===== src/rtl/bumc_pkg.sv =====
// Package for the button UI mode controller: event and mode codes,
// register indexes, channel word types and the shared tick summary type. No dependencies.
package bumc_pkg;

	localparam int NUM_BUTTONS = 4;
	localparam int MAX_EV = 10;
	localparam int TICK_Q_DEPTH = 2;
	localparam int CFG_IDX_W = 3;
	localparam int CFG_DATA_W = 16;

	localparam logic [CFG_IDX_W-1:0] REG_DEBOUNCE = 3'd0;
	localparam logic [CFG_IDX_W-1:0] REG_LONG = 3'd1;
	localparam logic [CFG_IDX_W-1:0] REG_PAIR = 3'd2;
	localparam logic [CFG_IDX_W-1:0] REG_DUB = 3'd3;
	localparam logic [CFG_IDX_W-1:0] REG_WIFI = 3'd4;
	localparam logic [CFG_IDX_W-1:0] REG_SLOTS = 3'd5;
	localparam logic [CFG_IDX_W-1:0] REG_LIMIT = 3'd6;

	localparam int B_REC = 0;
	localparam int B_PLAY = 1;
	localparam int B_TRACK = 2;
	localparam int B_MODE = 3;

	localparam logic [2:0] M_IDLE = 3'd0;
	localparam logic [2:0] M_REC = 3'd1;
	localparam logic [2:0] M_PLAY = 3'd2;
	localparam logic [2:0] M_PAUSE = 3'd3;
	localparam logic [2:0] M_PAIR = 3'd4;
	localparam logic [2:0] M_DUB = 3'd5;
	localparam logic [2:0] M_WIFI = 3'd6;
	localparam logic [2:0] M_SLEEP = 3'd7;

	localparam logic [3:0] E_NONE = 4'd0;
	localparam logic [3:0] E_RSTART = 4'd1;
	localparam logic [3:0] E_RSTOP = 4'd2;
	localparam logic [3:0] E_RREFUSE = 4'd3;
	localparam logic [3:0] E_PLAY = 4'd4;
	localparam logic [3:0] E_PAUSE = 4'd5;
	localparam logic [3:0] E_RESUME = 4'd6;
	localparam logic [3:0] E_STOP = 4'd7;
	localparam logic [3:0] E_TRACK = 4'd8;
	localparam logic [3:0] E_PAIR = 4'd9;
	localparam logic [3:0] E_DUB = 4'd10;
	localparam logic [3:0] E_WIFI = 4'd11;
	localparam logic [3:0] E_SLEEP = 4'd12;
	localparam logic [3:0] E_WAKE = 4'd13;

	// Input word of one tick.
	typedef struct packed {
		logic [31:0] now_ms;
		logic [3:0]  raw_buttons;
		logic        tab_present;
	} tick_word_t;

	// Result word: one per event, or a single none word for a quiet tick.
	typedef struct packed {
		logic [3:0] event_res;
		logic       last;
		logic [2:0] player_mode;
		logic [3:0] track_now;
		logic [1:0] mode_stage;
	} ui_word_t;

	// One classified tick handed from front to back.
	typedef struct packed {
		logic [31:0] now;
		logic        tab;
		logic [3:0]  press;    // rising edges of the accepted change
		logic [3:0]  release_m; // falling edges of the accepted change
		logic        long_ok;  // play hold has reached long_press_ms
		logic [1:0]  stage;    // mode hold stage after this tick
		logic [1:0]  rel_cls;  // mode release class: 0 none,1 pair,2 dub,3 wifi
	} tick_t;

	function automatic logic [1:0] classify(input logic [31:0] d, input logic [15:0] p,
		input logic [15:0] u, input logic [15:0] w);
		logic [1:0] r;
		r = 2'd0;
		if (d >= {16'd0, w}) r = 2'd3;
		else if (d >= {16'd0, u}) r = 2'd2;
		else if (d >= {16'd0, p}) r = 2'd1;
		return r;
	endfunction

endpackage


===== src/rtl/bumc_if.sv =====
// Valid/ready channel carrying a payload of parameterized type.
// Depends on nothing.
interface bumc_if #(parameter type T = logic) (input logic clk);
	logic valid;
	logic ready;
	T     data;
	modport source (output valid, output data, input ready);
	modport sink (input valid, input data, output ready);
endinterface


===== src/rtl/bumc_front.sv =====
// Front part: debounce, edge detection, press timestamps, long-hold and
// mode-hold classification. Depends on bumc_pkg.
module bumc_front import bumc_pkg::*; (
	input  logic        clk,
	input  logic        arst_n,
	input  logic        in_valid,
	output logic        in_ready,
	input  logic [31:0] now_ms,
	input  logic [3:0]  raw_buttons,
	input  logic        tab_present,
	input  logic [15:0] debounce_q,
	input  logic [15:0] long_q,
	input  logic [15:0] pair_q,
	input  logic [15:0] dub_q,
	input  logic [15:0] wifi_q,
	output logic        t_valid,
	input  logic        t_ready,
	output tick_t       t_data
);
	logic [3:0]  pend_q, stable_q;
	logic [31:0] pend_time_q, play_time_q, mode_time_q;
	logic [3:0]  pend_n, stable_n, press, rel;
	logic [31:0] ptime_n, play_n, mode_n;
	logic        fire;

	assign in_ready = !t_valid || t_ready;
	assign fire = in_valid && in_ready;

	always_comb begin
		pend_n = pend_q;
		ptime_n = pend_time_q;
		if (raw_buttons != pend_q) begin
			pend_n = raw_buttons;
			ptime_n = now_ms;
		end
		stable_n = stable_q;
		if (pend_n != stable_q && (now_ms - ptime_n) >= {16'd0, debounce_q})
			stable_n = pend_n;
		press = stable_n & ~stable_q;
		rel = stable_q & ~stable_n;
		play_n = press[B_PLAY] ? ptime_n : play_time_q;
		mode_n = press[B_MODE] ? ptime_n : mode_time_q;
	end

	always_ff @(posedge clk or negedge arst_n) begin
		if (!arst_n) begin
			pend_q <= '0;
			stable_q <= '0;
			pend_time_q <= '0;
			play_time_q <= '0;
			mode_time_q <= '0;
			t_valid <= 1'b0;
		end else begin
			if (fire) begin
				pend_q <= pend_n;
				pend_time_q <= ptime_n;
				stable_q <= stable_n;
				play_time_q <= play_n;
				mode_time_q <= mode_n;
				t_valid <= 1'b1;
				t_data.now <= now_ms;
				t_data.tab <= tab_present;
				t_data.press <= press;
				t_data.release_m <= rel;
				t_data.long_ok <= stable_n[B_PLAY] &&
					(now_ms - play_n) >= {16'd0, long_q};
				t_data.stage <= stable_n[B_MODE] ?
					classify(now_ms - mode_n, pair_q, dub_q, wifi_q) : 2'd0;
				t_data.rel_cls <= classify(now_ms - mode_time_q, pair_q, dub_q, wifi_q);
			end else if (t_ready) begin
				t_valid <= 1'b0;
			end
		end
	end
endmodule


===== src/rtl/bumc_queue.sv =====
// Short FIFO of classified ticks between front and back.
// Depends on bumc_pkg.
module bumc_queue import bumc_pkg::*; #(
	parameter int DEPTH = TICK_Q_DEPTH
) (
	input  logic  clk,
	input  logic  arst_n,
	input  logic  w_valid,
	output logic  w_ready,
	input  tick_t w_data,
	output logic  r_valid,
	input  logic  r_ready,
	output tick_t r_data
);
	localparam int AW = (DEPTH > 1) ? $clog2(DEPTH) : 1;
	tick_t            mem_q [DEPTH];
	logic [AW-1:0]    wp_q, rp_q;
	logic [AW:0]      cnt_q;
	logic             wr, rd;

	assign w_ready = cnt_q != (AW+1)'(DEPTH);
	assign r_valid = cnt_q != '0;
	assign r_data = mem_q[rp_q];
	assign wr = w_valid && w_ready;
	assign rd = r_valid && r_ready;

	always_ff @(posedge clk) begin
		if (wr) mem_q[wp_q] <= w_data;
	end

	always_ff @(posedge clk or negedge arst_n) begin
		if (!arst_n) begin
			wp_q <= '0;
			rp_q <= '0;
			cnt_q <= '0;
		end else begin
			if (wr) wp_q <= (wp_q == AW'(DEPTH-1)) ? '0 : wp_q + 1'b1;
			if (rd) rp_q <= (rp_q == AW'(DEPTH-1)) ? '0 : rp_q + 1'b1;
			cnt_q <= cnt_q + (AW+1)'(wr) - (AW+1)'(rd);
		end
	end
endmodule


===== src/rtl/bumc_back.sv =====
// Back part: walks one tick's button edges in order, runs the player mode machine,
// emits a result word per event up to the limit, or a none word. Depends on bumc_pkg.
module bumc_back import bumc_pkg::*; (
	input  logic       clk,
	input  logic       arst_n,
	input  logic       t_valid,
	output logic       t_ready,
	input  tick_t      t_data,
	input  logic [4:0] slots_q,
	input  logic [3:0] limit_q,
	output logic       o_valid,
	input  logic       o_ready,
	output logic [3:0] o_event,
	output logic       o_last,
	output logic [2:0] o_mode,
	output logic [3:0] o_track,
	output logic [1:0] o_stage
);
	typedef enum logic [3:0] {
		S_IDLE = 4'b0001,
		S_STEP = 4'b0010,
		S_EMIT = 4'b0100,
		S_DONE = 4'b1000
	} st_t;

	st_t         st_q;
	tick_t       tk_q;
	logic [2:0]  step_q;      // 0..3 buttons, 4 long-hold check
	logic [2:0]  mode_q;
	logic [3:0]  track_q, handled_q;
	logic [3:0]  ev_q [MAX_EV];
	logic [3:0]  cnt_q, rd_q, emax_q;

	// Per-step result: up to two events.
	logic [2:0]  mode_n;
	logic [3:0]  track_n, hand_n, e0, e1;
	logic        v0, v1;
	logic [4:0]  sl;
	logic [3:0]  cnt1, cnt2;
	logic        pp;

	assign pp = mode_q == M_PLAY || mode_q == M_PAUSE;
	assign sl = (slots_q == 5'd0) ? 5'd1 : (slots_q > 5'd16) ? 5'd16 : slots_q;

	function automatic logic t_data_long();
		return tk_q.long_ok && !handled_q[B_PLAY];
	endfunction

	// Remainder of x by s, five compare-and-subtract steps; s is 1..16.
	function automatic logic [3:0] wrap_slot(input logic [4:0] x, input logic [4:0] s);
		logic [5:0] r;
		r = '0;
		for (int i = 4; i >= 0; i--) begin
			r = {r[4:0], x[i]};
			if (r >= {1'b0, s}) r = r - {1'b0, s};
		end
		return r[3:0];
	endfunction

	always_comb begin
		mode_n = mode_q;
		track_n = track_q;
		hand_n = handled_q;
		e0 = E_NONE;
		e1 = E_NONE;
		v0 = 1'b0;
		v1 = 1'b0;
		if (step_q == 3'd4) begin
			if (t_data_long()) begin
				if (pp) begin e0 = E_STOP; v0 = 1'b1; end
				e1 = E_SLEEP; v1 = 1'b1;
				mode_n = M_SLEEP;
				hand_n[B_PLAY] = 1'b1;
			end
		end else if (tk_q.press[step_q[1:0]]) begin
			if (mode_q == M_SLEEP) begin
				mode_n = M_IDLE; e0 = E_WAKE; v0 = 1'b1;
				hand_n[step_q[1:0]] = 1'b1;
			end else if (mode_q == M_REC && step_q[1:0] != 2'(B_REC)) begin
				hand_n[step_q[1:0]] = 1'b1;
			end else begin
				if (mode_q == M_PAIR || mode_q == M_DUB || mode_q == M_WIFI)
					mode_n = M_IDLE;
				case (step_q[1:0])
					2'(B_REC): begin
						hand_n[B_REC] = 1'b1;
						if (!tk_q.tab) begin
							e0 = E_RREFUSE; v0 = 1'b1;
						end else begin
							if (pp) begin e0 = E_STOP; v0 = 1'b1; end
							mode_n = M_REC; e1 = E_RSTART; v1 = 1'b1;
						end
					end
					2'(B_TRACK): begin
						track_n = wrap_slot({1'b0, track_q} + 5'd1, sl);
						if (pp) begin e0 = E_STOP; v0 = 1'b1; mode_n = M_IDLE; end
						e1 = E_TRACK; v1 = 1'b1;
						hand_n[B_TRACK] = 1'b1;
					end
					default: ;
				endcase
			end
		end else if (tk_q.release_m[step_q[1:0]]) begin
			hand_n[step_q[1:0]] = 1'b0;
			case (step_q[1:0])
				2'(B_REC): begin
					if (mode_q == M_REC) begin mode_n = M_IDLE; e0 = E_RSTOP; v0 = 1'b1; end
				end
				2'(B_PLAY): begin
					if (!handled_q[B_PLAY]) begin
						v0 = 1'b1;
						if (mode_q == M_PLAY) begin mode_n = M_PAUSE; e0 = E_PAUSE; end
						else if (mode_q == M_PAUSE) begin mode_n = M_PLAY; e0 = E_RESUME; end
						else begin mode_n = M_PLAY; e0 = E_PLAY; end
					end
				end
				2'(B_MODE): begin
					if (!handled_q[B_MODE]) begin
						case (tk_q.rel_cls)
							2'd3: begin mode_n = M_WIFI; e0 = E_WIFI; v0 = 1'b1; end
							2'd2: begin mode_n = M_DUB; e0 = E_DUB; v0 = 1'b1; end
							2'd1: begin mode_n = M_PAIR; e0 = E_PAIR; v0 = 1'b1; end
							default: ;
						endcase
					end
				end
				default: ;
			endcase
		end
		cnt1 = (v0 && cnt_q < emax_q) ? cnt_q + 4'd1 : cnt_q;
		cnt2 = (v1 && cnt1 < emax_q) ? cnt1 + 4'd1 : cnt1;
	end

	assign t_ready = st_q == S_IDLE;
	assign o_valid = st_q == S_EMIT;
	assign o_event = (cnt_q == '0) ? E_NONE : ev_q[rd_q];
	assign o_last = (cnt_q == '0) || (rd_q + 4'd1 == cnt_q);
	assign o_mode = mode_q;
	assign o_track = track_q;
	assign o_stage = tk_q.stage;

	always_ff @(posedge clk) begin
		if (st_q == S_STEP) begin
			if (v0 && cnt_q < emax_q) ev_q[cnt_q] <= e0;
			if (v1 && cnt1 < emax_q) ev_q[cnt1] <= e1;
		end
		if (t_valid && t_ready) tk_q <= t_data;
	end

	always_ff @(posedge clk or negedge arst_n) begin
		if (!arst_n) begin
			st_q <= S_IDLE;
			step_q <= '0;
			mode_q <= M_IDLE;
			track_q <= '0;
			handled_q <= '0;
			cnt_q <= '0;
			rd_q <= '0;
			emax_q <= '0;
		end else begin
			case (st_q)
				S_IDLE: begin
					if (t_valid) begin
						st_q <= S_STEP;
						step_q <= '0;
						cnt_q <= '0;
						rd_q <= '0;
						emax_q <= (limit_q > 4'(MAX_EV)) ? 4'(MAX_EV) : limit_q;
					end
				end
				S_STEP: begin
					mode_q <= mode_n;
					track_q <= track_n;
					handled_q <= hand_n;
					cnt_q <= cnt2;
					if (step_q == 3'd4) st_q <= S_EMIT;
					else step_q <= step_q + 3'd1;
				end
				S_EMIT: begin
					if (o_ready) begin
						if (o_last) st_q <= S_IDLE;
						else rd_q <= rd_q + 4'd1;
					end
				end
				S_DONE: st_q <= S_IDLE;
				default: st_q <= S_IDLE;
			endcase
		end
	end
endmodule


===== src/rtl/button_ui_mode_controller.sv =====
// Top level of the button UI mode controller: register file, front,
// tick queue and back. Depends on bumc_pkg, bumc_if and the bumc modules.
//
// Each accepted input word is one tick. The front debounces the raw mask,
// finds press/release edges and classifies play long-hold and mode hold
// times in the cycle it accepts the word, then pushes a tick summary into
// a two-entry queue. The back accepts a tick, walks the four buttons and
// the long-hold check one step per cycle, then drains its event buffer
// one result word per cycle while the receiver is ready. It takes a new
// tick only once the last word of the current one has gone. The front
// keeps accepting while the back drains, until the queue is full.
module button_ui_mode_controller import bumc_pkg::*; #(
	parameter int QUEUE_DEPTH = TICK_Q_DEPTH
) (
	input  logic                  clk,
	input  logic                  arst_n,
	bumc_if.sink                  in_ch,
	bumc_if.source                out_ch,
	input  logic                  cfg_we,
	input  logic [CFG_IDX_W-1:0]  cfg_idx,
	input  logic [CFG_DATA_W-1:0] cfg_wdata
);
	logic [15:0] debounce_q, long_q, pair_q, dub_q, wifi_q;
	logic [4:0]  slots_q;
	logic [3:0]  limit_q;
	tick_t       f_data, q_data;
	logic        f_valid, f_ready, q_valid, q_ready;

	// Configuration registers; hold between writes.
	always_ff @(posedge clk or negedge arst_n) begin
		if (!arst_n) begin
			debounce_q <= 16'd30;
			long_q <= 16'd3000;
			pair_q <= 16'd2000;
			dub_q <= 16'd5000;
			wifi_q <= 16'd10000;
			slots_q <= 5'd4;
			limit_q <= 4'd10;
		end else if (cfg_we) begin
			case (cfg_idx)
				REG_DEBOUNCE: debounce_q <= cfg_wdata;
				REG_LONG: long_q <= cfg_wdata;
				REG_PAIR: pair_q <= cfg_wdata;
				REG_DUB: dub_q <= cfg_wdata;
				REG_WIFI: wifi_q <= cfg_wdata;
				REG_SLOTS: slots_q <= cfg_wdata[4:0];
				REG_LIMIT: limit_q <= cfg_wdata[3:0];
				default: ;
			endcase
		end
	end

	bumc_front u_front (
		.clk(clk), .arst_n(arst_n),
		.in_valid(in_ch.valid), .in_ready(in_ch.ready),
		.now_ms(in_ch.data.now_ms), .raw_buttons(in_ch.data.raw_buttons),
		.tab_present(in_ch.data.tab_present),
		.debounce_q(debounce_q), .long_q(long_q), .pair_q(pair_q),
		.dub_q(dub_q), .wifi_q(wifi_q),
		.t_valid(f_valid), .t_ready(f_ready), .t_data(f_data)
	);

	bumc_queue #(.DEPTH(QUEUE_DEPTH)) u_queue (
		.clk(clk), .arst_n(arst_n),
		.w_valid(f_valid), .w_ready(f_ready), .w_data(f_data),
		.r_valid(q_valid), .r_ready(q_ready), .r_data(q_data)
	);

	bumc_back u_back (
		.clk(clk), .arst_n(arst_n),
		.t_valid(q_valid), .t_ready(q_ready), .t_data(q_data),
		.slots_q(slots_q), .limit_q(limit_q),
		.o_valid(out_ch.valid), .o_ready(out_ch.ready),
		.o_event(out_ch.data.event_res), .o_last(out_ch.data.last),
		.o_mode(out_ch.data.player_mode), .o_track(out_ch.data.track_now),
		.o_stage(out_ch.data.mode_stage)
	);

	// A quiet tick always closes with a last word.
	a_none_last: assert property (@(posedge clk) disable iff (!arst_n)
		out_ch.valid && out_ch.data.event_res == E_NONE |-> out_ch.data.last)
		else $error("none word without last");
	// Queue never overflows: front only hands over when there is room.
	a_q_room: assert property (@(posedge clk) disable iff (!arst_n)
		f_valid && !f_ready |=> f_valid)
		else $error("tick dropped between front and queue");
	// Mode holds steady under a stalled result word.
	a_mode_stable: assert property (@(posedge clk) disable iff (!arst_n)
		out_ch.valid && !out_ch.ready |=> $stable(out_ch.data.player_mode))
		else $error("mode changed under a stalled word");
endmodule


===== src/flat_wrapper.sv =====
// flat-port wrapper written by rule: the top's interface ports become plain ports
module button_ui_mode_controller_flat import bumc_pkg::*;
#(
	parameter int QUEUE_DEPTH = TICK_Q_DEPTH
)
  (clk, arst_n, cfg_we, cfg_idx, cfg_wdata, in_ch_valid, in_ch_data, in_ch_ready, out_ch_valid, out_ch_data, out_ch_ready);
  bumc_if #(.T(tick_word_t)) in_ch_i (.clk(clk));
  bumc_if #(.T(ui_word_t)) out_ch_i (.clk(clk));
  input  logic clk;
  input  logic arst_n;
  input  logic cfg_we;
  input  logic [CFG_IDX_W-1:0] cfg_idx;
  input  logic [CFG_DATA_W-1:0] cfg_wdata;
  input wire logic [$bits(in_ch_i.valid)-1:0] in_ch_valid;
  input wire logic [$bits(in_ch_i.data)-1:0] in_ch_data;
  output wire logic [$bits(in_ch_i.ready)-1:0] in_ch_ready;
  output wire logic [$bits(out_ch_i.valid)-1:0] out_ch_valid;
  output wire logic [$bits(out_ch_i.data)-1:0] out_ch_data;
  input wire logic [$bits(out_ch_i.ready)-1:0] out_ch_ready;
  assign in_ch_i.valid = in_ch_valid;
  assign in_ch_i.data = in_ch_data;
  assign in_ch_ready = in_ch_i.ready;
  assign out_ch_valid = out_ch_i.valid;
  assign out_ch_data = out_ch_i.data;
  assign out_ch_i.ready = out_ch_ready;
  button_ui_mode_controller #(.QUEUE_DEPTH(QUEUE_DEPTH)) u_core (.clk(clk), .arst_n(arst_n), .in_ch(in_ch_i), .out_ch(out_ch_i), .cfg_we(cfg_we), .cfg_idx(cfg_idx), .cfg_wdata(cfg_wdata));
endmodule

===== config.mk =====
export PLATFORM = sky130hd
export DESIGN_NAME = button_ui_mode_controller_flat
export DESIGN_NICKNAME = d
export VERILOG_FILES = /design/src/rtl/bumc_pkg.sv /design/src/rtl/bumc_if.sv /design/src/rtl/bumc_front.sv /design/src/rtl/bumc_queue.sv /design/src/rtl/bumc_back.sv /design/src/rtl/button_ui_mode_controller.sv /design/src/flat_wrapper.sv
export SDC_FILE = /design/constraint.sdc
export NUM_CORES = 1
export LEC_CHECK = 0
export BUFFER_PORTS_ARGS = -buffer_cell sky130_fd_sc_hd__clkbuf_2
export CAP_MARGIN = 15
export CORE_MARGIN = 1
export CORE_UTILIZATION = 40
export CTS_CLUSTER_DIAMETER = 60
export CTS_CLUSTER_SIZE = 24
export DETAILED_ROUTE_END_ITERATION = 8
export PLACE_DENSITY_LB_ADDON = 0.05
export SYNTH_ARGS = -nofsm -noshare
export SYNTH_HDL_FRONTEND = slang
export SYNTH_SLANG_ARGS = --single-unit

===== constraint.sdc =====
create_clock -name clk -period 25.1 [get_ports clk]
set_input_delay 5.02 -clock clk [delete_from_list [all_inputs] [get_ports clk]]
set_output_delay 5.02 -clock clk [all_outputs]
set_load 0.01 [all_outputs]

# [Word-level counts from Yosys, hierarchy flattened]
# Memory sizes are Yosys's and may differ from the RTL's. A register that Yosys moved wholly into a read port is not among the register bits.
# Cells that the tools add are included.
[word_totals] reg_bits=274 ramBits=132 inputBits=61 output_inout_bits=16 memories=2
[memory_table] name="u_core.u_queue.mem_q" depth=2 width=46 rd=1 rd_clocked_by_memory_dff=1 wr=1 line_no="bumc_queue.sv:16" text="tick_t mem_q [DEPTH];"
[memory_table] name="u_core.u_back.ev_q" depth=10 width=4 rd=1 rd_clocked_by_memory_dff=0 wr=2 line_no="bumc_back.sv:31" text="logic [3:0] ev_q [MAX_EV];"
[op_classes] addsub=18 n_lt_le_gt_ge=19 eq_ne=43 muxes=143 n_bitwise=10 n_reduce_logical=50
[op_table] operator=">= comparator 32 x 16 -> 1 bit" count=8
[op_table] operator="two-way mux 5 bit" count=26
[op_table] operator="subtractor 32 bit" count=4
[op_table] operator="two-way mux 4 bit" count=27
[op_table] operator="two-way mux 32 bit" count=3
[op_table] operator="two-way mux 3 bit" count=19
[op_table] operator="two-way mux 1 bit" count=46
[op_table] operator="one-hot mux 4 bit (3 select lines)" count=3
[op_table] operator="== test 3 bit, second input constant" count=8
[op_table] operator=">= comparator 6 x 5 -> 1 bit" count=4
[op_table] operator="one-hot mux 4 bit (2 select lines)" count=3
[op_table] operator="AND reduction 4 bit" count=6
[op_table] operator="AND reduction 2 bit" count=10
[op_table] operator="one-hot mux 3 bit (2 select lines)" count=3
[op_table] operator="one-hot mux 3 bit (3 select lines)" count=2
[op_table] operator="subtractor 5 bit" count=3
[op_table] operator="adder 4 x 1 -> 4 bit, second input constant" count=3
[op_table] operator="AND 4 bit" count=3
[op_table] operator="== test 3 x 2 -> 1 bit, second input constant" count=4
[op_table] operator="inequality test 4 x 1 -> 1 bit, second input constant" count=3
[op_table] operator="inequality test 4 bit, second input constant" count=3
[op_table] operator="inverter 4 bit" count=3
[op_table] operator="nonzero test 2 bit" count=6
[op_table] operator="logical AND 1 bit" count=10
[op_table] operator="46 further kinds" count=73

# [Logic depth before layout (Yosys ltp)]
# Gate-level depths: netlist of run 1.
[logic_depth] depth_word=33 depth_mapped=60 mapped_depth_nobuf=54

# [Modules after synthesis]
# From an unflattened synthesis of run 1, not the netlist that was laid out.
[hier_totals] cells_unflattened=2968 hier_area_um2=29097.9
[by_module_without_submodules] module="bumc_front" instances=1 cells_each=1985 area_per_inst_um2=16074.2 seq_area_each_um2=4008.8
[by_module_without_submodules] module="bumc_back" instances=1 cells_each=625 area_per_inst_um2=6025.8 seq_area_each_um2=2198.4
[by_module_without_submodules] module="bumc_queue" instances=1 cells_each=165 area_per_inst_um2=3545.9 seq_area_each_um2=2862.7
[by_module_without_submodules] module="button_ui_mode_controller" instances=1 cells_each=193 area_per_inst_um2=3452.1 seq_area_each_um2=2264.7

# [Worst setup path after synthesis of run 1]
# Ideal clock, no wire load.
[synth_path] path_type="input to register" startpoint="in in_ch_data[3]" endpoint="reg u_core.u_front.t_data[2] in the netlist's numbering (data pin)" setup_ns=0.270 arrival_time_ns=16.531 required_ns=24.830 slack_ns=8.299 cell_stages=58 n_path_buf=6 cell_sequence="xor2_1 > or4_1 > buf_2 > clkbuf_1 > clkbuf_1 > mux2i_1 > inv_1 > ha_1 > fa_1 > nand2b_1 > a211oi_1 > o221ai_1 > and2_1 > buf_6 > o22ai_1 > a31oi_1 > xnor2_1 > ha_1 > [... 22 more ...] > a31o_2 > o211ai_2 > o31ai_4 > a31oi_1 > xnor2_1 > ha_1 > a221oi_1 > o31ai_1 > nor4_1 > o21ai_0 > a311oi_1 > o21ai_0 > a41o_1 > a31oi_1 > and4_1 > nand4_1 > nor4_2 > a31oi_1"
[synth_via] elab_chain_cells=13
[synth_lines] element="start: declaration" line_no="flat_wrapper.sv:15" text="input wire logic [$bits(in_ch_i.data)-1:0] in_ch_data;"
[synth_lines] element="inequality test 4 bit *" line_no="bumc_front.sv:32" text="if (raw_buttons != pend_q) begin"
[synth_lines] element="two-way mux 32 bit *" line_no="bumc_front.sv:32"
[synth_lines] element="via u_core.u_front.ptime_n[0]" line_no="bumc_front.sv:23" text="logic [31:0] ptime_n, play_n, mode_n;"
[synth_lines] element="subtractor 32 bit" line_no="bumc_front.sv:37" text="if (pend_n != stable_q && (now_ms - ptime_n) >= {16'd0, debounce_q})"
[synth_lines] element=">= comparator 32 x 16 -> 1 bit" line_no="bumc_front.sv:37"
[synth_lines] element="logical AND 1 bit" line_no="bumc_front.sv:37"
[synth_lines] element="two-way mux 4 bit" line_no="bumc_front.sv:37"
[synth_lines] element="AND 4 bit" line_no="bumc_front.sv:39" text="press = stable_n & ~stable_q;"
[synth_lines] element="two-way mux 32 bit" line_no="bumc_front.sv:42" text="mode_n = press[B_MODE] ? ptime_n : mode_time_q;"
[synth_lines] element="subtractor 32 bit" line_no="bumc_front.sv:68" text="classify(now_ms - mode_n, pair_q, dub_q, wifi_q) : 2'd0;"
[synth_lines] element=">= comparator 32 x 16 -> 1 bit" line_no="bumc_pkg.sv:81" text="else if (d >= {16'd0, p}) r = 2'd1;"
[synth_lines] element="two-way mux 1 bit" line_no="bumc_pkg.sv:81"
[synth_lines] element="two-way mux 2 bit" line_no="bumc_pkg.sv:80" text="else if (d >= {16'd0, u}) r = 2'd2;"
[synth_lines] element="two-way mux 2 bit" line_no="bumc_pkg.sv:79" text="if (d >= {16'd0, w}) r = 2'd3;"
[synth_lines] element="end: declaration" line_no="bumc_front.sv:18" text="output tick_t t_data"
# The timed path passes the listed nets; every way through them passes the cells marked *.
# A chain may end at the register's enable or synchronous reset.

# [Worst setup path after layout of run 1]
[layout_path] startpoint="in in_ch_data[2]" endpoint="reg u_core.u_front.t_data[3] in the netlist's numbering (data pin)"
[layout_via] elab_chain_cells=12
[layout_lines] element="inequality test 4 bit *" line_no="bumc_front.sv:32"
[layout_lines] element="two-way mux 32 bit *" line_no="bumc_front.sv:32"
[layout_lines] element="via u_core.u_front.ptime_n[0]" line_no="bumc_front.sv:23"
[layout_lines] element="subtractor 32 bit" line_no="bumc_front.sv:37"
[layout_lines] element=">= comparator 32 x 16 -> 1 bit" line_no="bumc_front.sv:37"
[layout_lines] element="logical AND 1 bit" line_no="bumc_front.sv:37"
[layout_lines] element="two-way mux 4 bit" line_no="bumc_front.sv:37"
[layout_lines] element="AND 4 bit" line_no="bumc_front.sv:39"
[layout_lines] element="two-way mux 32 bit" line_no="bumc_front.sv:42"
[layout_lines] element="subtractor 32 bit" line_no="bumc_front.sv:68"
[layout_lines] element=">= comparator 32 x 16 -> 1 bit" line_no="bumc_pkg.sv:80"
[layout_lines] element="two-way mux 2 bit" line_no="bumc_pkg.sv:80"
[layout_lines] element="two-way mux 2 bit" line_no="bumc_pkg.sv:79"
# Marks and branches as above.

==> results_dict.tcl, run 1 <==
set metrics [dict create \
    max_freq_mhz 54.06 \
    reg2reg_depth 52 \
    gp_congestion 0.9533 \
    diodes 0 \
    routed_wl_um 76940 \
    drive_above_1_share 0.1046 \
    drt_pass1_iterations 5 \
    n_fill_cell 6167 \
    cp_num_buf_inv 3 \
    wl_met3_um 3090 \
    maxCapViolCount 0 \
    worstSetupStartpointType "input port" \
    pin_count 77 \
    postCtsSetupRepairBufs 0 \
    fp.dieW_um 253.7 \
    power.density_nw_per_um2 131.8 \
    numCtsBuffers 41 \
    clk_pin_slew_worst_paths_ns 0.07 \
    cp_slowest_cell "or4_2" \
    cts-root-buf "clkbuf_16" \
    core_um2 62170 \
    met1_length_um 36580 \
    die_area_um2 64360 \
    power_frac_seq 0.217 \
    cp-endpoint "u_core.u_front.t_data[3]$_SDFFCE_PN0P_" \
    slew_viol_final 0 \
    status "complete, no violations" \
    final-seq-area_um2 8452 \
    slew_headroom 0.2239 \
    r2r-end "u_core.u_front.t_data[3]$_SDFFCE_PN0P_" \
    cpMostUsedCell "a31oi_1" \
    crit_start "in_ch_data[2]" \
    crit_path_max_incr_delay_ns 0.97 \
    synth-seq-cells 321 \
    ys_seq_area_frac 0.3335 \
    end_kind "flop" \
    dp_hpwl_um 60200 \
    ant_nets 0 \
    skew_ns 0.01456 \
    nNetsFinal 3281 \
    dr_wl_met2_um 35500 \
    holdWs_ns 0.4477 \
    mappedNetlistArea_um2 25340 \
    cts_tree "yes" \
    antenna_found_initial 0 \
    multi_input_area_um2 15730 \
    critical_path_peak_fanout 60 \
    top_layer "met4" \
    fin_crit_sh 0.7370 \
    initial_core_util 0.4076 \
    r2r_start "u_core.u_front.pend_q[2]$_DFFE_PN0P_" \
    swShare 0.4611 \
    vias 21310 \
    power_frac_clock 0.170 \
    drt_first_iter_violations 1500 \
    min-delay-start "u_core.u_front.t_data[11]$_DFFE_PP_" \
    max-clock-path-buffers 3 \
    clock_sinks 321 \
    p_comb_frac 0.613 \
    grt_pass1_wl_um 121200 \
    power.leakage_nw 12.43 \
    setup_violations 0 \
    clkLatencyLatePin_ns 0.57 \
    fin_crit_ns 18.50 \
    crit_arrival_ns 18.79 \
    hold_class "reg -> reg" \
    ys.flop_type "dfrtp_1" \
    reg2reg_slack_ns 10.84 \
    route.detailed.drc 0 \
    grtUsageTotal 0.2418 \
    yosysWarnings 0 \
    ir_drop_mv 0.08578 \
    grt_pass1_vias 21320 \
    syn_nets 3245 \
    synth_cells 2878 \
    chipHeight_um 253.7 \
    worst_ep_required_time_ns 25.39 \
    area_delta_synth_final_pct 10.44 \
    avgViaCountPerCell 5.635 \
    hold_violations 0 \
    p_int_mw 1.988 \
    overflow 0 \
    worst_slew_pin_slew_ns 1.159 \
    wl_per_cell_um 20.35 \
    final_cell_mix "nand2_1, ha_1, o21ai_0" \
    port_buffers 76 \
    hold_buffers 0 \
    final_common_cell "nand2_1" \
    rows 91 \
    synth_cell_types 93 \
    grt_setup_unrepaired "false" \
    avgSynthCellArea_um2 8.804 \
    critical_path_class "in -> reg" \
    cts_resized 0 \
    grt_max_degree 67 \
    fin_setup_tns_ns 0 \
    synth_edf_count 86 \
    cp_top_family "compound AO/OA/AOI/OAI gates" \
    p_total_mw 3.690 \
    synth-async-reset-ratio 0.7009 \
    cp_num_cells 53 \
    cts_max_level 2 \
    power_switching_mw 1.701 \
]
[synth_stat cells (all sizes together) (50+ instances only)]
cell	count	share of area
a21o	107	0.032
a21oi	218	0.043
clkbuf	86	0.013
dfrtp	194	0.19
edfxtp	86	0.10
ha	298	0.15
inv	205	0.030
mux2	63	0.028
mux2i	58	0.023
nand2	306	0.045
nand2b	50	0.012
nor2	204	0.030
o21ai	301	0.059
xnor2	64	0.023
[how the worst min path moves through the flow]
stage | to | depth (start not counted) | slack, ns
after floorplan | u_core.u_queue.mem_q[0][0]$_DFFE_PP_ | 0 | 0.42
after global placement | u_core.u_queue.mem_q[0][6]$_DFFE_PP_ | 0 | 0.43
after detailed placement | u_core.u_queue.mem_q[0][11]$_DFFE_PP_ | 0 | 0.43
after CTS | u_core.u_queue.mem_q[0][11]$_DFFE_PP_ | 0 | 0.45
after global routing | u_core.u_queue.mem_q[0][11]$_DFFE_PP_ | 0 | 0.47
final | u_core.u_queue.mem_q[0][11]$_DFFE_PP_ | 0 | 0.45
[worst reg2reg max path: cells and delay by family (launching register included)]
| kind | cells | cell delay (ns) |
|---|---|---|
| AOI/OAI and AO/OA | 27 | 6.07 |
| adders and majority gates | 5 | 1.51 |
| and+or+nand+nor | 14 | 4.26 |
| buffers and inverters | 2 | 0.65 |
| DFF | 1 | 0.39 |
| xor gates and xnor gates | 3 | 0.71 |
| muxes | 1 | 0.41 |
[metal layers]
| metal | GRT usage | vias up |
|---|---|---|
| li1 | - | 10470 |
| met5 | 0 | - |
| met2 | 0.3998 | 447 |
| met3 | 0.02530 | 83 |
| met4 | 0.06420 | 0 |
| met1 | 0.3350 | 10310 |
[through the flow]
stage	setup WS, ns	util	instances	instance area, um2
after detailed placement	6.244	0.4271	3707	26550
final	6.602	0.4502	3781	27990
after CTS	6.777	0.4500	3780	27980
after global routing	5.739	0.4502	3781	27990
after floorplan	8.299	-	2878	25340
after global placement	6.640	0.4271	3707	26550
[layout make-up]
| class | instances | area share |
|---|---|---|
| flip-flops and latches | 321 | 0.3020 |
| well taps | 837 | 0.03742 |
| clock buffers | 43 | 0.03729 |
| multi-input cells | 2245 | 0.5619 |
| inverters | 206 | 0.02763 |
| repair buffers | 99 | 0.02012 |
| clock inverters | 30 | 0.01364 |
[cell families after synthesis]
group / count (synthesis) / synth area share
and+or+nand+nor: 834 / 0.1561
DFF: 321 / 0.3335
muxes: 131 / 0.06009
AOI/OAI and AO/OA: 861 / 0.2091
adders and majority gates: 311 / 0.1555
buffers and inverters: 312 / 0.04735
xor gates and xnor gates: 108 / 0.03837
[state kept, by name (all words and copies together) (netlist names), 4 cells and up, named ones only]
register,flops
u_core.u_front.mode_time_q,32
u_core.dub_q,16
u_core.u_front.play_time_q,32
u_core.u_back.o_track,4
u_core.u_back.ev_q,40
u_core.u_back.tk_q,12
u_core.wifi_q,16
u_core.pair_q,16
u_core.u_queue.mem_q,28
u_core.u_back.cnt_q,4
u_core.debounce_q,16
u_core.u_front.t_data,14
u_core.limit_q,4
u_core.u_front.pend_time_q,32
u_core.u_back.emax_q,4
u_core.slots_q,5
u_core.long_q,16
u_core.u_back.rd_q,4
u_core.u_front.stable_q,4
u_core.u_front.pend_q,4
[power by group through the flow]
stage          combinational [mW]  clock, mW  sequential (mW)
5_1_grt                      2.55      0.663            0.823
3_3_place_gp                 2.20          0            0.808
2_1_floorplan                1.69          0            0.774
6_report                     2.26      0.626            0.802
3_5_place_dp                 2.25          0            0.811
4_1_cts                      2.26      0.645            0.802
Note: power is estimated with default switching activity, not from simulation.
==> run 2: changes to the inputs <==
Clock period 25.1 ns to 18.1 ns, I/O delays scaled along.
==> results_dict.tcl, run 2 (synthesis gave the netlist of run 1 again) <==
set metrics [dict create \
    status "complete, no violations" \
    crit_path_max_incr_delay_ns 0.92 \
    cts_resized 0 \
    design_area_um2 27960 \
    end_kind "flop" \
    drt_pass1_iterations 6 \
    chipHeight_um 253.7 \
    fin_crit_sh 0.9189 \
    reg2reg_slack_ns 4.30 \
    rows 91 \
    critical_path_class "in -> reg" \
    dp_hpwl_um 61040 \
    hold_class "reg -> reg" \
    postCtsSetupRepairBufs 0 \
    power.leakage_nw 12.41 \
    route.detailed.drc 0 \
    grtUsageTotal 0.2450 \
    p_comb_frac 0.616 \
    wl_per_cell_um 20.56 \
    hold_violations 0 \
    drt_first_iter_violations 1432 \
    ant_nets 0 \
    power_frac_seq 0.217 \
    port_buffers 76 \
    grt_setup_unrepaired "false" \
    regMostFlops "u_core.u_back.ev_q" \
    setup_violations 0 \
    grt_pass1_wl_um 122800 \
    numCtsBuffers 40 \
    nNetsFinal 3279 \
    power_switching_mw 2.372 \
    clkLatencyLatePin_ns 0.58 \
    critical_path_peak_fanout 17 \
    worst_slew_pin_slew_ns 1.207 \
    core_um2 62170 \
    swShare 0.4629 \
    fp.dieW_um 253.7 \
    cp_slowest_cell "or4_2" \
    avgViaCountPerCell 5.649 \
    grt_pass1_vias 21270 \
    die_area_um2 64360 \
    routed_wl_um 77730 \
    overflow 0 \
    diodes 0 \
    antenna_found_initial 1 \
    area_delta_synth_final_pct 10.34 \
    p_int_mw 2.753 \
    largest_reg_flops 40 \
    drive_above_1_share 0.1043 \
    fin_setup_tns_ns 0 \
    crit_arrival_ns 16.93 \
    gp_congestion 0.9578 \
    final_common_cell "nand2_1" \
    final_cell_mix "nand2_1, ha_1, o21ai_0" \
    power_frac_clock 0.167 \
    pin_count 77 \
    grt_max_degree 88 \
    cts_max_level 2 \
    slew_viol_final 0 \
    maxCapViolCount 0 \
    max_freq_mhz 60.13 \
    ir_drop_mv 0.1392 \
    worstSetupStartpointType "input port" \
    clock_sinks 321 \
    place_area_um2 26550 \
    clk_pin_slew_worst_paths_ns 0.07 \
    vias 21360 \
    worst_ep_required_time_ns 18.39 \
    slew_headroom 0.1914 \
    hold_buffers 0 \
    max-clock-path-buffers 3 \
    power.density_nw_per_um2 183.3 \
    skew_ns 0.02989 \
    cts_tree "yes" \
    fin_crit_ns 16.63 \
    cts-root-buf "clkbuf_16" \
    initial_core_util 0.4076 \
]
-- run 2: changes by cell type in the layout (fill, tap and decap cells not counted), sizes merged --
cell | before | now
inv | 218 | 215
clkbuf | 119 | 117
clkinvlp | 2 | 4
clkinv | 12 | 15
-- run 2: through the flow --
step	hold slack [ns]	power (mW)	worst slack [ns]	cells	util
2_1_floorplan	0.4215	3.423	2.699	2878	-
3_3_place_gp	0.4304	4.191	1.343	3706	0.4270
3_5_place_dp	0.4290	4.261	0.9730	3707	0.4271
4_1_cts	0.4467	5.155	1.531	3781	0.4497
5_1_grt	0.4542	5.617	0.2651	3781	0.4497
6_report	0.4450	5.125	1.468	3781	0.4497
-- run 2: power by group through the flow --
stage	combinational, mW	clock [mW]	sequential (mW)
floorplan	2.35	0	1.07
global placement	3.07	0	1.12
detailed placement	3.14	0	1.12
CTS	3.16	0.883	1.11
global route	3.57	0.911	1.14
finish	3.16	0.857	1.11
-- run 2: worst paths after layout --
path / startpoint / to / cells after the start
worst max-delay path: in_ch_data[2] / u_core.u_front.t_data[2]$_SDFFCE_PN0P_ / 55
worst min-delay path: u_core.u_front.t_data[6]$_DFFE_PP_ / u_core.u_queue.mem_q[1][6]$_DFFE_PP_ / 0
worst max register to register: u_core.u_front.pend_q[2]$_DFFE_PN0P_ / u_core.u_front.t_data[2]$_SDFFCE_PN0P_ / 54
worst min register to register: u_core.u_front.t_data[6]$_DFFE_PP_ / u_core.u_queue.mem_q[1][6]$_DFFE_PP_ / 0
max in group asynchronous: arst_n / u_core.u_front.mode_time_q[15]$_DFFE_PN0P_ / 3
min in group asynchronous: arst_n / u_core.u_back.o_track[1]$_DFFE_PN0P_ / 1
-- run 2: cell type report --
class,count,area [um2]
Clock buffer,42,1040
Clock inverter,32,369.1
Fill cell,6169,34210
Inverter,206,773.2
Multi-Input combinational cell,2245,15730
Sequential cell,321,8452
Tap cell,837,1047
Timing Repair Buffer,98,553.0
-- run 2: worst max-delay path: cells and delay by family --
kind	cells	cell delay (ns)
compound gates	27	6.10
simple gates	15	4.25
fa+ha+maj	6	1.69
xor+xnor	3	0.59
mux	1	0.35
buf+inv	3	0.28
-- run 2: layer usage --
layer	GRT usage	up-vias	share of wire
li1	-	10470	-
met5	0	-	0
met1	0.3410	10330	0.48
met2	0.3994	453	0.46
met4	0.06454	0	0.026
met3	0.03114	102	0.038
==> run 3: changes to the inputs <==
Settings changed: CORE_ASPECT_RATIO from default to 1.1, CTS_CLUSTER_SIZE 24 to default, MAX_ROUTING_LAYER from default to met4.
==> results_dict.tcl, run 3 (synthesis gave the netlist of run 1 again) <==
set metrics [dict create \
    die_area_um2 64360 \
    clock_sinks 321 \
    grtUsageTotal 0.2653 \
    final_cell_mix "nand2_1, ha_1, o21ai_0" \
    fin_crit_sh 0.9107 \
    wl_per_cell_um 21.75 \
    fp.dieW_um 242.0 \
    gp_congestion 0.9670 \
    cp_slowest_cell "or4_2" \
    final-seq-area_um2 8452 \
    avgViaCountPerCell 5.642 \
    fin_crit_ns 16.48 \
    setup_violations 0 \
    grt_max_degree 105 \
    cts-root-buf "clkbuf_16" \
    cts_tree "yes" \
    dp_slack_ns 1.281 \
    worstSetupStartpointType "input port" \
    initial_core_util 0.4057 \
    postCtsSetupRepairBufs 0 \
    drt_pass1_iterations 5 \
    dp_hpwl_um 64140 \
    final_common_cell "nand2_1" \
    reg2reg_slack_ns 4.48 \
    maxCapViolCount 0 \
    critical_path_class "in -> reg" \
    n_fill_cell 6103 \
    power.leakage_nw 12.51 \
    multi_input_area_um2 15730 \
    crit_path_max_incr_delay_ns 0.77 \
    worst_slew_pin_slew_ns 1.219 \
    power.density_nw_per_um2 185.8 \
    clkLatencyLatePin_ns 0.59 \
    status "complete, no violations" \
    clk_pin_slew_worst_paths_ns 0.06 \
    grt_pass1_vias 21420 \
    drive_above_1_share 0.1069 \
    grt_setup_unrepaired "false" \
    rows 96 \
    nNetsFinal 3288 \
    cts_max_level 2 \
    worst_ep_required_time_ns 18.41 \
    routed_wl_um 82470 \
    critical_path_peak_fanout 50 \
    hold_violations 0 \
    end_kind "flop" \
    largest_reg_flops 40 \
    overflow 0 \
    max-clock-path-buffers 3 \
    grt_pass1_wl_um 128300 \
    crit_arrival_ns 16.79 \
    regMostFlops "u_core.u_back.ev_q" \
    hold_class "reg -> reg" \
    vias 21390 \
    skew_ns 0.01736 \
    area_delta_synth_final_pct 10.96 \
    core_um2 62460 \
    slew_headroom 0.1853 \
    route.detailed.drc 0 \
    numCtsBuffers 44 \
    setup_slack_ns 1.617 \
    antenna_found_initial 0 \
    slew_viol_final 0 \
    cts_resized 0 \
    ant_nets 0 \
    drt_first_iter_violations 1342 \
    hold_buffers 0 \
    max_freq_mhz 60.67 \
    port_buffers 76 \
    pin_count 77 \
    fin_setup_tns_ns 0 \
    chipHeight_um 266.0 \
    ir_drop_mv 0.2369 \
]
==> run 3: cell count changes in the layout (fill, tap and decap cells not counted), sizes merged <==
cell      before  now
clkbuf       117  133
buf           23   28
clkinv        15   12
clkinvlp       4    1
inv          215  213
diode          0    1
==> run 3: power by group <==
part / internal (mW) / total [mW] / switching (mW)
registers: 0.974 / 1.12 / 0.143
logic: 1.29 / 3.19 / 1.91
clock network: 0.545 / 0.912 / 0.367
total: 2.80 / 5.22 / 2.42
==> run 3: final timing paths <==
path / from / to / cells past startpoint
min reg2reg: u_core.u_front.t_data[11]$_DFFE_PP_ / u_core.u_queue.mem_q[1][11]$_DFFE_PP_ / 0
min: u_core.u_front.t_data[11]$_DFFE_PP_ / u_core.u_queue.mem_q[1][11]$_DFFE_PP_ / 0
min in group asynchronous: arst_n / u_core.dub_q[1]$_DFFE_PN0P_ / 1
max reg2reg: u_core.u_front.pend_q[2]$_DFFE_PN0P_ / u_core.u_front.t_data[2]$_SDFFCE_PN0P_ / 49
max in group asynchronous: arst_n / u_core.u_front.mode_time_q[23]$_DFFE_PN0P_ / 3
max: in_ch_data[2] / u_core.u_front.t_data[2]$_SDFFCE_PN0P_ / 50
==> run 3: final cells by class <==
cell class                 instances  share of cell area
inverter                         206             0.02750
timing repair buffer             103             0.02127
sequential                       321              0.3006
clock inverter                    24             0.01028
tap                              833             0.03707
multi-input combinational       2245              0.5593
clock buffer                      58             0.04388
antenna                            1          0.00008900
==> run 3: layer usage <==
metal	global-route usage	wire, um	vias up
met5	-	0	-
met4	0.08382	2671	0
met3	0.02347	2830	132
met2	0.4679	41590	443
met1	0.3197	35370	10320
li1	-	-	10490
==> run 3: worst max-delay path: cells and delay by family <==
family                   cells  cell delay, ns
AO/OA/AOI/OAI               25            5.96
AND/OR/NAND/NOR             13            3.75
adder cells (fa/ha/maj)      5            1.58
buffers and inverters        3            0.79
XOR/XNOR                     3            0.70
multiplexers                 1            0.36
==> run 3: per-stage QoR <==
step | hold WS (ns) | std cells | util | instance area [um2] | power [mW]
after CTS | 0.4435 | 3789 | 0.4499 | 28100 | 5.258
after floorplan | 0.4215 | 2878 | - | 25340 | 3.423
after global placement | 0.4233 | 3706 | 0.4254 | 26570 | 4.258
after global routing | 0.4548 | 3790 | 0.4501 | 28110 | 5.703
after detailed placement | 0.4296 | 3707 | 0.4255 | 26580 | 4.313
final | 0.4426 | 3791 | 0.4501 | 28120 | 5.223
